===== config.mk =====
export PLATFORM = sky130hd
export DESIGN_NAME = mf3_median9
export DESIGN_NICKNAME = d
export VERILOG_FILES = /design/src/mf3_pkg.sv /design/src/mf3_median9.sv
export SDC_FILE = /design/constraint.sdc
export NUM_CORES = 1
export LEC_CHECK = 0
export ABC_AREA = 0
export ABC_CLOCK_PERIOD_IN_PS = 17500
export BUFFER_PORTS_ARGS = -buffer_cell sky130_fd_sc_hd__buf_2
export CELL_PAD_IN_SITES_DETAIL_PLACEMENT = 0
export CELL_PAD_IN_SITES_GLOBAL_PLACEMENT = 2
export CORE_MARGIN = 8
export CORE_UTILIZATION = 41
export DETAILED_ROUTE_END_ITERATION = 10
export PLACE_DENSITY = 0.85
export SETUP_SLACK_MARGIN = 0.1
export SYNTH_ARGS = -nofsm -noshare
export SYNTH_HDL_FRONTEND = slang
export SYNTH_SLANG_ARGS = --single-unit

===== constraint.sdc =====
create_clock -name clock -period 17.5 [get_ports clock]
set_input_delay 5.25 -clock clock [delete_from_list [all_inputs] [get_ports clock]]
set_output_delay 5.25 -clock clock [all_outputs]
set_load 0.02 [all_outputs]

===== src/mf3_pkg.sv =====
`timescale 1ns / 1ps
// ----------------------------------------------------------------------------
// mf3_pkg
// Shared constants, types and the compare-exchange helper of the 3x3 median
// filter.
// ----------------------------------------------------------------------------
package mf3_pkg;

   localparam int MAX_WIDTH  = 1024;
   localparam int PIXEL_BITS = 8;
   localparam int COL_BITS   = $clog2(MAX_WIDTH);
   localparam int W_BITS     = 11;
   localparam int H_BITS     = 16;
   localparam int ROW_BITS   = H_BITS + 1;
   localparam int CSR_BITS   = 16;
   localparam int LINE_BITS  = 2 * PIXEL_BITS;

   // register indexes of the csr port
   localparam logic CSR_IMAGE_WIDTH  = 1'b0;
   localparam logic CSR_IMAGE_HEIGHT = 1'b1;

   typedef logic [PIXEL_BITS-1:0] pixel_type;
   typedef pixel_type             win_type [9];

   typedef struct packed {
      logic valid;
      logic frame_last;
   } mf3_ctl_type;

   // returns {min, max}
   function automatic logic [LINE_BITS-1:0] cas(input pixel_type a, input pixel_type b);
      return (a > b) ? {b, a} : {a, b};
   endfunction

endpackage


===== src/mf3_median9.sv =====
`timescale 1ns / 1ps
// ----------------------------------------------------------------------------
// mf3_median9
// Two-stage median-of-nine sorting network with its output register.
// ----------------------------------------------------------------------------
module mf3_median9
   import mf3_pkg::*;
(
   input  logic        clock,
   input  logic        reset,
   input  logic        advance,
   input  mf3_ctl_type in_ctl,
   input  win_type     in_win,
   output mf3_ctl_type out_ctl,
   output pixel_type   out_median
);

   win_type     a_win_in;
   win_type     a_win_ff;
   mf3_ctl_type a_ctl_ff;
   pixel_type   median_in;
   pixel_type   median_ff;
   mf3_ctl_type out_ctl_ff;

   // stage a: sort each triple
   always_comb begin
      win_type p;
      p = in_win;
      {p[1], p[2]} = cas(p[1], p[2]);
      {p[4], p[5]} = cas(p[4], p[5]);
      {p[7], p[8]} = cas(p[7], p[8]);
      {p[0], p[1]} = cas(p[0], p[1]);
      {p[3], p[4]} = cas(p[3], p[4]);
      {p[6], p[7]} = cas(p[6], p[7]);
      {p[1], p[2]} = cas(p[1], p[2]);
      {p[4], p[5]} = cas(p[4], p[5]);
      {p[7], p[8]} = cas(p[7], p[8]);
      a_win_in = p;
   end

   // stage b: merge the sorted triples down to the middle value
   always_comb begin
      win_type p;
      p = a_win_ff;
      {p[0], p[3]} = cas(p[0], p[3]);
      {p[5], p[8]} = cas(p[5], p[8]);
      {p[4], p[7]} = cas(p[4], p[7]);
      {p[3], p[6]} = cas(p[3], p[6]);
      {p[1], p[4]} = cas(p[1], p[4]);
      {p[2], p[5]} = cas(p[2], p[5]);
      {p[4], p[7]} = cas(p[4], p[7]);
      {p[4], p[2]} = cas(p[4], p[2]);
      {p[6], p[4]} = cas(p[6], p[4]);
      {p[4], p[2]} = cas(p[4], p[2]);
      median_in = p[4];
   end

   always_ff @(posedge clock) begin
      if (reset) begin
         a_ctl_ff   <= '0;
         out_ctl_ff <= '0;
      end else if (advance) begin
         a_ctl_ff   <= in_ctl;
         out_ctl_ff <= a_ctl_ff;
      end
   end

   always_ff @(posedge clock) begin
      if (advance) begin
         a_win_ff  <= a_win_in;
         median_ff <= median_in;
      end
   end

   assign out_ctl    = out_ctl_ff;
   assign out_median = median_ff;

endmodule


==> impl_metrics.csv, run 1 <==
group,metric,value,unit
critical_path,cp_common_cell,"a21oi_1",
sta,setup_viol_count_final,0,
critical_path,crit_required,17550,ps
synth,synth-edff-count,80,
sta,min_period,12250,ps
floorplanning,core-area,21600,um^2
grt,antenna_found_initial,0,
clock_tree,cts_buffers,9,
synth,synthTopCellsByCount,"ha_1 (150), inv_1 (129), mux2i_1 (122)",
drt,vias,7342,
grt,grt_pass1_wl,36100,um
grt,grt_pass1_vias,7054,
floorplanning,die_h,164,um
clock_tree,ctsHoldBuffers,0,
clock_tree,h-tree-depth,3,
cells_and_area,final_nets,1307,
drt,first_iter_violations,381,
clock_tree,ctsResizeCount,0,
placed_design,gp_routability_congestion,0.919,
grt,grt_overflow_total,0,
synth,yosys.area.top_type_share,26.9,%
synth,synth_area,8930,um^2
synth,syn_area_per_cell,8.85,um^2
synth,yosysTopAreaCell,"edfxtp_1",
synth,synthTopCellsByArea,"edfxtp_1 (27%), ha_1 (21%), mux2i_1 (14%)",
critical_path,cp_slowest_cell,"o221a_1",
floorplanning,dieArea,26800,um^2
sta,final_hold_viol_count,0,
critical_path,max_stage_delay,570,ps
sta,maxSlewViolCount,0,
clock_tree,cts_root_buffer,"clkbuf_16",
cells_and_area,syn_to_final_growth,11.4,%
critical_path,critPathArrivalTime,12300,ps
grt,grt_usage,17.2,%
synth,synth_fp_nets,1236,
drt,wl_per_cell,16.9,um
synth,seq_area_frac_synth,27.8,%
cells_and_area,antenna_cells,0,
synth,ys_seq_elements,84,
sta,fmax,81.6,MHz
sta,fin_crit_sh,70.0,%
drt,first_pass_iters,6,
floorplanning,fp-row-count,54,
placed_design,dpl.hpwl,19500,um
floorplanning,die_w,164,um
synth,synth.most_common_cell,"ha_1",
job,cap_violations,0,
drt,drt_wl_total,23000,um
placed_design,port_buffers,86,
critical_path,cp-start-kind,"flip-flop",
floorplanning,pin_count,87,
floorplanning,start_util,41.3,%
drt,viasPerCell,5.38,
synth,yosysUniqueCellTypes,54,
status,status,"complete, no violations",
sta,fin_skew,9.52,ps
min_path,hold_path.class,"reg2reg",
synth,ys.flop_type,"edfxtp_1",
critical_path,end_kind,"flip-flop",
synth,yosysWarnings,0,
drt,drc,0,
critical_path,critPathMaxFanout,24,
sta,tns,0,ps
sta,worst_pin_slew,1170,ps
clock_tree,cts.sinks,84,
sta,maxSlewHeadroom,21.9,%
synth,ys_async_sr_fraction,0,%
critical_path,worstSetupPathType,"reg2reg",
clock_tree,cts_tree,"done",
clock_tree,clock_latency,350,ps
drt,drt.antenna.violating_nets,0,
synth,synth_cells,1009,
grt,grt_max_degree,75,
critical_path,ff2ff_setup_slack,5250,ps
clock_tree,clk_path_buf_depth,2,
clock_tree,post_cts_buffers,0,
cells_and_area,drive_above_1_share,12.6,%
sta,rsz0062_at_grt,"false",
clock_tree,clk_pin_slew,70,ps
layer usage:
layer | global-route usage, % | vias up | wire length (um)
met5 | 0 | - | 0
met4 | 5.29 | 0 | 552
met3 | 3.38 | 34 | 1020
met2 | 27.5 | 158 | 10300
met1 | 23.1 | 3364 | 11100
li1 | - | 3786 | -
sequential cells by signal, summed over array words and instances (netlist names):
| register | count |
|---|---|
| a_win_ff | 72 |
| out_median | 8 |
| a_ctl_ff | 2 |
| out_ctl | 2 |
cells by family after synthesis:
| group | count (synthesis) | synth area share (%) |
|---|---|---|
| AOI/OAI and AO/OA | 257 | 17.4 |
| and+or+nand+nor | 220 | 11.4 |
| buffers and inverters | 161 | 6.86 |
| adders and majority gates | 150 | 21.0 |
| muxes | 137 | 15.6 |
| DFF | 84 | 27.8 |
cell type report:
cell class                      count  area (um^2)
Sequential cell                    84         2480
Timing Repair Buffer               92          478
Fill cell                        2184        11700
Clock buffer                        9          225
Inverter                          129          484
Multi-Input combinational cell    764         5850
Clock inverter                      7         80.1
Tap cell                          280          350
final timing paths:
check	from	end	cells past startpoint
hold / removal	a_ctl_ff[0]$_SDFFE_PP0P_	a_ctl_ff[0]$_SDFFE_PP0P_	2
setup / recovery	a_win_ff[9]$_DFFE_PP_	out_median[0]$_DFFE_PP_	60
setup reg to reg	a_win_ff[9]$_DFFE_PP_	out_median[0]$_DFFE_PP_	60
hold reg to reg	a_ctl_ff[0]$_SDFFE_PP0P_	a_ctl_ff[0]$_SDFFE_PP0P_	2
stage by stage:
step / setup WS (ps) / cells / instance area, um^2 / utilization [%] / hold WS, ps
5_1_grt: 4110 / 1365 / 9950 / 46.0 / 540
3_5_place_dp: 5510 / 1349 / 9650 / 44.6 / 491
3_3_place_gp: 5670 / 1349 / 9650 / 44.6 / 470
2_1_floorplan: 6320 / 1009 / 8930 / - / 460
4_1_cts: 5420 / 1365 / 9950 / 46.0 / 508
6_report: 5250 / 1365 / 9950 / 46.0 / 497
cells in the final DEF (no fill, tap or decap), types with 2 or more instances in the layout:
cell type / n
ha_1: 150
inv_1: 129
mux2i_1: 122
a21oi_1: 89
buf_2: 85
edfxtp_1: 80
o21ai_0: 79
nand2_1: 74
nor2_1: 63
a21o_1: 25
nand3_1: 24
nand4_1: 16
nor2b_1: 14
mux2_2: 14
o21a_1: 13
nand2b_1: 9
clkbuf_16: 9
a222oi_1: 7
buf_4: 7
nor3_1: 5
o22ai_1: 5
o21ai_1: 4
o21bai_1: 4
and3_1: 4
a211oi_1: 4
dfxtp_1: 4
inv_6: 3
o21ai_2: 2
o31ai_1: 2
o31a_1: 2
or2_2: 2
o211ai_1: 2
a22oi_1: 2
or3_1: 2
a31oi_1: 2
o31ai_2: 2
a21oi_2: 2
worst max-delay path, delay by kind of cell, from the launching register on:
kind / cells / cell delay, ps
flip-flops: 1 / 480
AND/OR/NAND/NOR: 15 / 2770
buffers and inverters: 6 / 1020
adder cells (fa/ha/maj): 6 / 1860
AO/OA/AOI/OAI: 33 / 5810
Power of run 1 is not shown: default switching activity piles up to over one toggle a cycle in this logic, so the estimate is an artifact.
==> run 2: changes to the inputs <==
--- a/config.mk
+++ b/config.mk
@@ -5,15 +5,15 @@
 export SDC_FILE = /design/constraint.sdc
 export NUM_CORES = 1
 export LEC_CHECK = 0
-export ABC_AREA = 0
-export ABC_CLOCK_PERIOD_IN_PS = 17500
+export ABC_AREA = 1
+export ABC_CLOCK_PERIOD_IN_PS = 11210
 export BUFFER_PORTS_ARGS = -buffer_cell sky130_fd_sc_hd__buf_2
 export CELL_PAD_IN_SITES_DETAIL_PLACEMENT = 0
 export CELL_PAD_IN_SITES_GLOBAL_PLACEMENT = 2
 export CORE_MARGIN = 8
-export CORE_UTILIZATION = 41
+export CORE_UTILIZATION = 32
 export DETAILED_ROUTE_END_ITERATION = 10
-export PLACE_DENSITY = 0.85
+export PLACE_DENSITY = 0.75
 export SETUP_SLACK_MARGIN = 0.1
 export SYNTH_ARGS = -nofsm -noshare
 export SYNTH_HDL_FRONTEND = slang
==> constraint.sdc (replaced) <==
create_clock -name clock -period 11.21 [get_ports clock]
set_input_delay 3.363 -clock clock [delete_from_list [all_inputs] [get_ports clock]]
set_output_delay 3.363 -clock clock [all_outputs]
set_load 0.02 [all_outputs]
==> run 2 against run 1 <==
  * Sequential cell count unchanged
  * Hold slack worse by 41 ps
  * Clock-buffer cell count unchanged
  * Clock skew up 2.7 ps
  * Sequential share of layout area up 0.57 points
  * Fmax up 29%
  * Highest routed layer unchanged
==> impl_metrics.csv, run 2 <==
group,metric,value,unit
status,status,"complete, no violations",
synth,synth.most_common_cell,"nand2_1",
floorplanning,dieArea,32300,um^2
critical_path,critPathArrivalTime,9730,ps
critical_path,cp_common_cell,"nand2_1",
synth,yosys.area.top_type_share,28.0,%
grt,grt_pass1_vias,7419,
floorplanning,core-area,26700,um^2
cells_and_area,final_common_cell,"nand2_1",
synth,ys.flop_type,"edfxtp_1",
cells_and_area,register_area,2480,um^2
clock_tree,h-tree-depth,3,
clock_tree,clk_path_buf_depth,2,
synth,yosysUniqueCellTypes,37,
sta,fin_skew,12.2,ps
cells_and_area,top_register,"a_win_ff",
floorplanning,start_util,32.2,%
critical_path,cp_slowest_cell,"o31ai_1",
job,cap_violations,0,
clock_tree,cts_tree,"done",
critical_path,critPathMaxFanout,31,
sta,maxSlewViolCount,0,
synth,synth_area,8580,um^2
drt,first_pass_iters,4,
cells_and_area,largest_reg_flops,72,
floorplanning,fp-row-count,60,
drt,first_iter_violations,364,
floorplanning,pin_count,87,
synth,yosysWarnings,0,
sta,maxSlewHeadroom,27.7,%
drt,viasPerCell,4.80,
clock_tree,clk_pin_slew,70,ps
synth,syn_area_per_cell,7.40,um^2
critical_path,end_kind,"flip-flop",
cells_and_area,final_cell_mix,"nand2_1 (287), o21ai_0 (169), ha_1 (150)",
clock_tree,cts_root_buffer,"clkbuf_16",
cells_and_area,antenna_cells,0,
synth,synth_cells,1160,
synth,synth_fp_nets,1387,
cells_and_area,multi_input_area,5530,um^2
floorplanning,die_h,180,um
synth,ys_seq_elements,84,
cells_and_area,syn_to_final_growth,13.4,%
drt,drt_wl_total,23300,um
sta,worst_pin_slew,1080,ps
clock_tree,ctsResizeCount,0,
sta,rsz0062_at_grt,"false",
synth,synthTopCellsByArea,"edfxtp_1 (28%), ha_1 (22%), nand2_1 (13%)",
critical_path,timing.rr.start,"a_win_ff[39]$_DFFE_PP_",
critical_path,crit_required,11430,ps
clock_tree,cts_buffers,9,
sta,setup_viol_count_final,0,
placed_design,port_buffers,86,
synth,synthTopCellsByCount,"nand2_1 (287), o21ai_0 (169), ha_1 (150)",
drt,drc,0,
sta,fin_crit_sh,84.9,%
grt,grt_usage,14.5,%
placed_design,dpl.hpwl,19900,um
sta,fmax,105,MHz
critical_path,worstSetupPathType,"reg2reg",
critical_path,rr_worst_depth,48,
synth,seq_area_frac_synth,28.9,%
cells_and_area,fillCellCount,2831,
synth,yosysTopAreaCell,"edfxtp_1",
sta,tns,0,ps
placed_design,gp_routability_congestion,0.798,
synth,ys_async_sr_fraction,0,%
grt,grt_pass1_wl,38200,um
drt,drt.antenna.violating_nets,0,
critical_path,cp-endpoint,"out_median[7]$_DFFE_PP_",
cells_and_area,drive_above_1_share,12.2,%
drt,vias,7575,
clock_tree,ctsHoldBuffers,0,
floorplanning,die_w,180,um
grt,grt_overflow_total,0,
sta,final_hold_viol_count,0,
grt,antenna_found_initial,0,
clock_tree,clock_latency,340,ps
clock_tree,post_cts_buffers,0,
cells_and_area,final_nets,1459,
synth,synth-edff-count,80,
critical_path,startpoint,"a_win_ff[39]$_DFFE_PP_",
clock_tree,cts.sinks,84,
critical_path,max_stage_delay,670,ps
drt,wl_per_cell,14.8,um
grt,grt_max_degree,51,
critical_path,cp-start-kind,"flip-flop",
sta,min_period,9510,ps
min_path,hold_path.class,"reg2reg",
critical_path,r2r-end,"out_median[7]$_DFFE_PP_",
critical_path,ff2ff_setup_slack,1700,ps
min_path,hold_depth,2,
==> run 2: cell families (layout without fill, tap and decap cells) <==
family,Yosys count,after routing,synth area share [%]
and+or+nand+nor,442,442,21.5
AOI/OAI and AO/OA,333,333,21.0
buffers and inverters,151,228,6.71
adders and majority gates,150,150,21.9
DFF,84,84,28.9
==> run 2: critical path: cells and delay by family, from the launching register on <==
family	cells	cell delay [ps]
AO/OA/AOI/OAI	10	3140
adder cells (fa/ha/maj)	6	1890
AND/OR/NAND/NOR	25	2790
flip-flops	1	410
buffers and inverters	7	1170
==> run 2: layout make-up <==
type,count,area share (%)
multi-input combinational,925,56.9
sequential,84,25.5
timing repair buffer,94,5.07
inverter,118,4.55
tap,341,4.39
clock buffer,9,2.31
clock inverter,7,1.31
==> run 2: worst min path at each step <==
stage                     slack [ps]                startpoint                  endpoint
after floorplan                  430  a_ctl_ff[0]$_SDFFE_PP0P_   out_ctl[0]$_SDFFE_PP0P_
after global placement           450  a_ctl_ff[0]$_SDFFE_PP0P_   out_ctl[0]$_SDFFE_PP0P_
after detailed placement         450  a_ctl_ff[0]$_SDFFE_PP0P_   out_ctl[0]$_SDFFE_PP0P_
after CTS                        460  a_ctl_ff[0]$_SDFFE_PP0P_   out_ctl[0]$_SDFFE_PP0P_
after global routing             480  a_ctl_ff[0]$_SDFFE_PP0P_  a_ctl_ff[0]$_SDFFE_PP0P_
final                            460  a_ctl_ff[0]$_SDFFE_PP0P_   out_ctl[0]$_SDFFE_PP0P_
==> run 2: layer usage <==
| metal | up-vias | global-route usage [%] | routed length, um |
|---|---|---|---|
| met5 | - | 0 | 0 |
| met4 | 0 | 4.07 | 399 |
| met3 | 20 | 2.02 | 565 |
| met2 | 90 | 23.5 | 10300 |
| met1 | 3328 | 19.7 | 12000 |
| li1 | 4137 | - | - |
==> run 2: through the flow <==
step | util [%] | hold slack, ps | worst slack [ps] | instances | area [um^2]
floorplan | - | 430 | 2830 | 1160 | 8580
global placement | 35.2 | 446 | 1930 | 1562 | 9380
detailed placement | 35.2 | 446 | 1730 | 1562 | 9380
CTS | 36.5 | 457 | 1720 | 1578 | 9730
global route | 36.5 | 478 | 770 | 1578 | 9730
finish | 36.5 | 456 | 1700 | 1578 | 9730
Power of run 2 is left out for the same reason.
==> run 3: changes to the inputs <==
--- a/config.mk
+++ b/config.mk
@@ -6,14 +6,14 @@
 export NUM_CORES = 1
 export LEC_CHECK = 0
 export ABC_AREA = 1
-export ABC_CLOCK_PERIOD_IN_PS = 11210
+export ABC_CLOCK_PERIOD_IN_PS = 8910
 export BUFFER_PORTS_ARGS = -buffer_cell sky130_fd_sc_hd__buf_2
 export CELL_PAD_IN_SITES_DETAIL_PLACEMENT = 0
 export CELL_PAD_IN_SITES_GLOBAL_PLACEMENT = 2
 export CORE_MARGIN = 8
-export CORE_UTILIZATION = 32
+export CORE_UTILIZATION = 35
 export DETAILED_ROUTE_END_ITERATION = 10
-export PLACE_DENSITY = 0.75
+export PLACE_DENSITY = 0.78
 export SETUP_SLACK_MARGIN = 0.1
 export SYNTH_ARGS = -nofsm -noshare
 export SYNTH_HDL_FRONTEND = slang
==> constraint.sdc (replaced) <==
create_clock -name clock -period 8.91 [get_ports clock]
set_input_delay 2.673 -clock clock [delete_from_list [all_inputs] [get_ports clock]]
set_output_delay 2.673 -clock clock [all_outputs]
set_load 0.02 [all_outputs]
==> run 3 against run 2 <==
  * Sequential share of layout area decreased by 1.2 points
  * Non-clock buffer count increased by 18
  * Setup slack got worse by 1100 ps
  * Design area increased by 4.8%
  * Sequential cell count unchanged
  * Utilization increased by 5.7 points
  * Routed wire length decreased by 0.90%
  * Register-to-register slack got worse by 1100 ps
  * Clock skew decreased by 2.1 ps
  * Via count increased by 1.5%
  * Critical path type unchanged
  * Largest cell class unchanged
==> impl_metrics.csv, run 3 (synthesized netlist as in run 2, its figures left out) <==
group,metric,value,unit
status,status,"complete, no violations",
sta,setup_viol_count_final,0,
drt,met3_length,579,um
critical_path,cp_common_cell,"nand2_1",
cells_and_area,final_common_cell,"nand2_1",
grt,grt_overflow_total,0,
sta,worst_pin_slew,1090,ps
critical_path,ff2ff_setup_slack,620,ps
clock_tree,clk_path_buf_depth,2,
cells_and_area,final_util,42.2,%
critical_path,cp-start-kind,"flip-flop",
cells_and_area,largest_reg_flops,72,
grt,grt_pass1_wl,36000,um
drt,drc,0,
sta,maxSlewHeadroom,27.6,%
clock_tree,cts_tree,"done",
floorplanning,pin_count,87,
grt,antenna_found_initial,0,
grt,grt_usage,14.9,%
sta,maxSlewViolCount,0,
grt,grt_pass1_vias,7151,
clock_tree,cts_root_buffer,"clkbuf_16",
cells_and_area,antenna_cells,0,
floorplanning,fp-row-count,57,
cells_and_area,top_register,"a_win_ff",
min_path,min_from,"out_ctl[1]$_SDFFE_PP0P_",
floorplanning,die_w,173,um
job,cap_violations,0,
min_path,hold_path.class,"reg2reg",
critical_path,critPathMaxFanout,8,
drt,m1WireLength,11500,um
critical_path,end_kind,"flip-flop",
cells_and_area,syn_to_final_growth,18.8,%
critical_path,worstSetupPathType,"reg2reg",
drt,met2_wirelength,10700,um
clock_tree,clk_pin_slew,70,ps
drt,wl_per_cell,14.6,um
cells_and_area,final_nets,1483,
clock_tree,cts_buffers,9,
drt,first_pass_iters,5,
drt,highest_layer,"met4",
critical_path,rr_worst_depth,59,
sta,final.setup.worst_slack,619,ps
critical_path,r2r-end,"out_median[3]$_DFFE_PP_",
sta,min_period,8290,ps
placed_design,port_buffers,86,
sta,fmax,121,MHz
drt,vias,7690,
cells_and_area,fillCellCount,2548,
floorplanning,die_h,173,um
cells_and_area,drive_above_1_share,17.7,%
drt,drt_wl_total,23100,um
drt,first_iter_violations,492,
cells_and_area,final_cell_mix,"nand2_1 (282), o21ai_0 (157), ha_1 (145)",
critical_path,critPathArrivalTime,8390,ps
floorplanning,dieArea,29800,um^2
clock_tree,clock_latency,340,ps
min_path,hold_end,"out_ctl[1]$_SDFFE_PP0P_",
placed_design,dpl.hpwl,18900,um
placed_design,dp_slack,-476,ps
min_path,hold_depth,2,
clock_tree,ctsHoldBuffers,0,
sta,fin_skew,10.1,ps
drt,viasPerCell,4.85,
floorplanning,start_util,35.5,%
critical_path,crit_required,9010,ps
clock_tree,cts.sinks,84,
critical_path,timing.rr.start,"a_win_ff[35]$_DFFE_PP_",
clock_tree,h-tree-depth,3,
grt,grt_max_degree,86,
critical_path,max_stage_delay,470,ps
sta,final_hold_viol_count,0,
placed_design,gp_routability_congestion,0.856,
sta,fin_crit_sh,93.1,%
drt,drt.antenna.violating_nets,0,
critical_path,cp_slowest_cell,"edfxtp_1",
floorplanning,core-area,24200,um^2
[run 3: cell types whose count changed in the layout (fill, tap and decap cells not counted), moves of 7 or more]
cell / before / now
buf_4: 9 / 24
nand3_1: 26 / 15
nand3_2: 2 / 13
o21ai_0: 169 / 157
o21ai_2: 2 / 9
[run 3: final cells by class]
cell class              count  area (um^2)  share of cell area (%)
flip-flops and latches     84         2480                    24.4
well taps                 324          405                    3.98
clock inverters             7         80.1                   0.786
multi-input cells         929         5890                    57.8
repair inverters            2         15.0                   0.147
clock buffers               9          225                    2.21
repair buffers            112          648                    6.36
inverters                 118          445                    4.37
[run 3: critical path, delay by kind of cell, from the launching register on]
family	cells	cell delay, ps
and+or+nand+nor	29	2450
DFF	1	470
buffers and inverters	11	1350
AOI/OAI and AO/OA	13	2110
adders and majority gates	6	1650
[run 3: how the worst max path moves through the flow]
stage                                 startpoint                       to  cells after the start
after floorplan           a_win_ff[39]$_DFFE_PP_  out_median[6]$_DFFE_PP_                     47
after global placement     a_win_ff[9]$_DFFE_PP_  out_median[3]$_DFFE_PP_                     52
after detailed placement   a_win_ff[9]$_DFFE_PP_  out_median[6]$_DFFE_PP_                     51
after CTS                 a_win_ff[11]$_DFFE_PP_  out_median[6]$_DFFE_PP_                     55
after global routing      a_win_ff[35]$_DFFE_PP_  out_median[6]$_DFFE_PP_                     66
final                     a_win_ff[35]$_DFFE_PP_  out_median[3]$_DFFE_PP_                     59
[run 3: layer usage]
layer	GRT usage [%]	vias to the layer above
li1	-	4196
met1	19.9	3388
met2	24.8	94
met3	2.33	12
met4	3.37	0
met5	0	-
[run 3: timing repair]
item                                    CTS  global route
gates cloned                              0             6
gates resized for setup                   8            69
endpoints found under the setup margin    8            12
pin swaps                                 0            23
buffers inserted                          0            14
[run 3: through the flow]
stage | setup TNS, ps | instance area [um^2] | hold WS, ps | instances
2_1_floorplan | 0 | 8580 | 430 | 1160
3_3_place_gp | -4040 | 9390 | 449 | 1549
3_5_place_dp | -3560 | 9390 | 452 | 1549
4_1_cts | 0 | 9700 | 461 | 1565
5_1_grt | -63.6 | 10200 | 472 | 1585
6_report | 0 | 10200 | 458 | 1585
Power of run 3 is left out for the same reason.
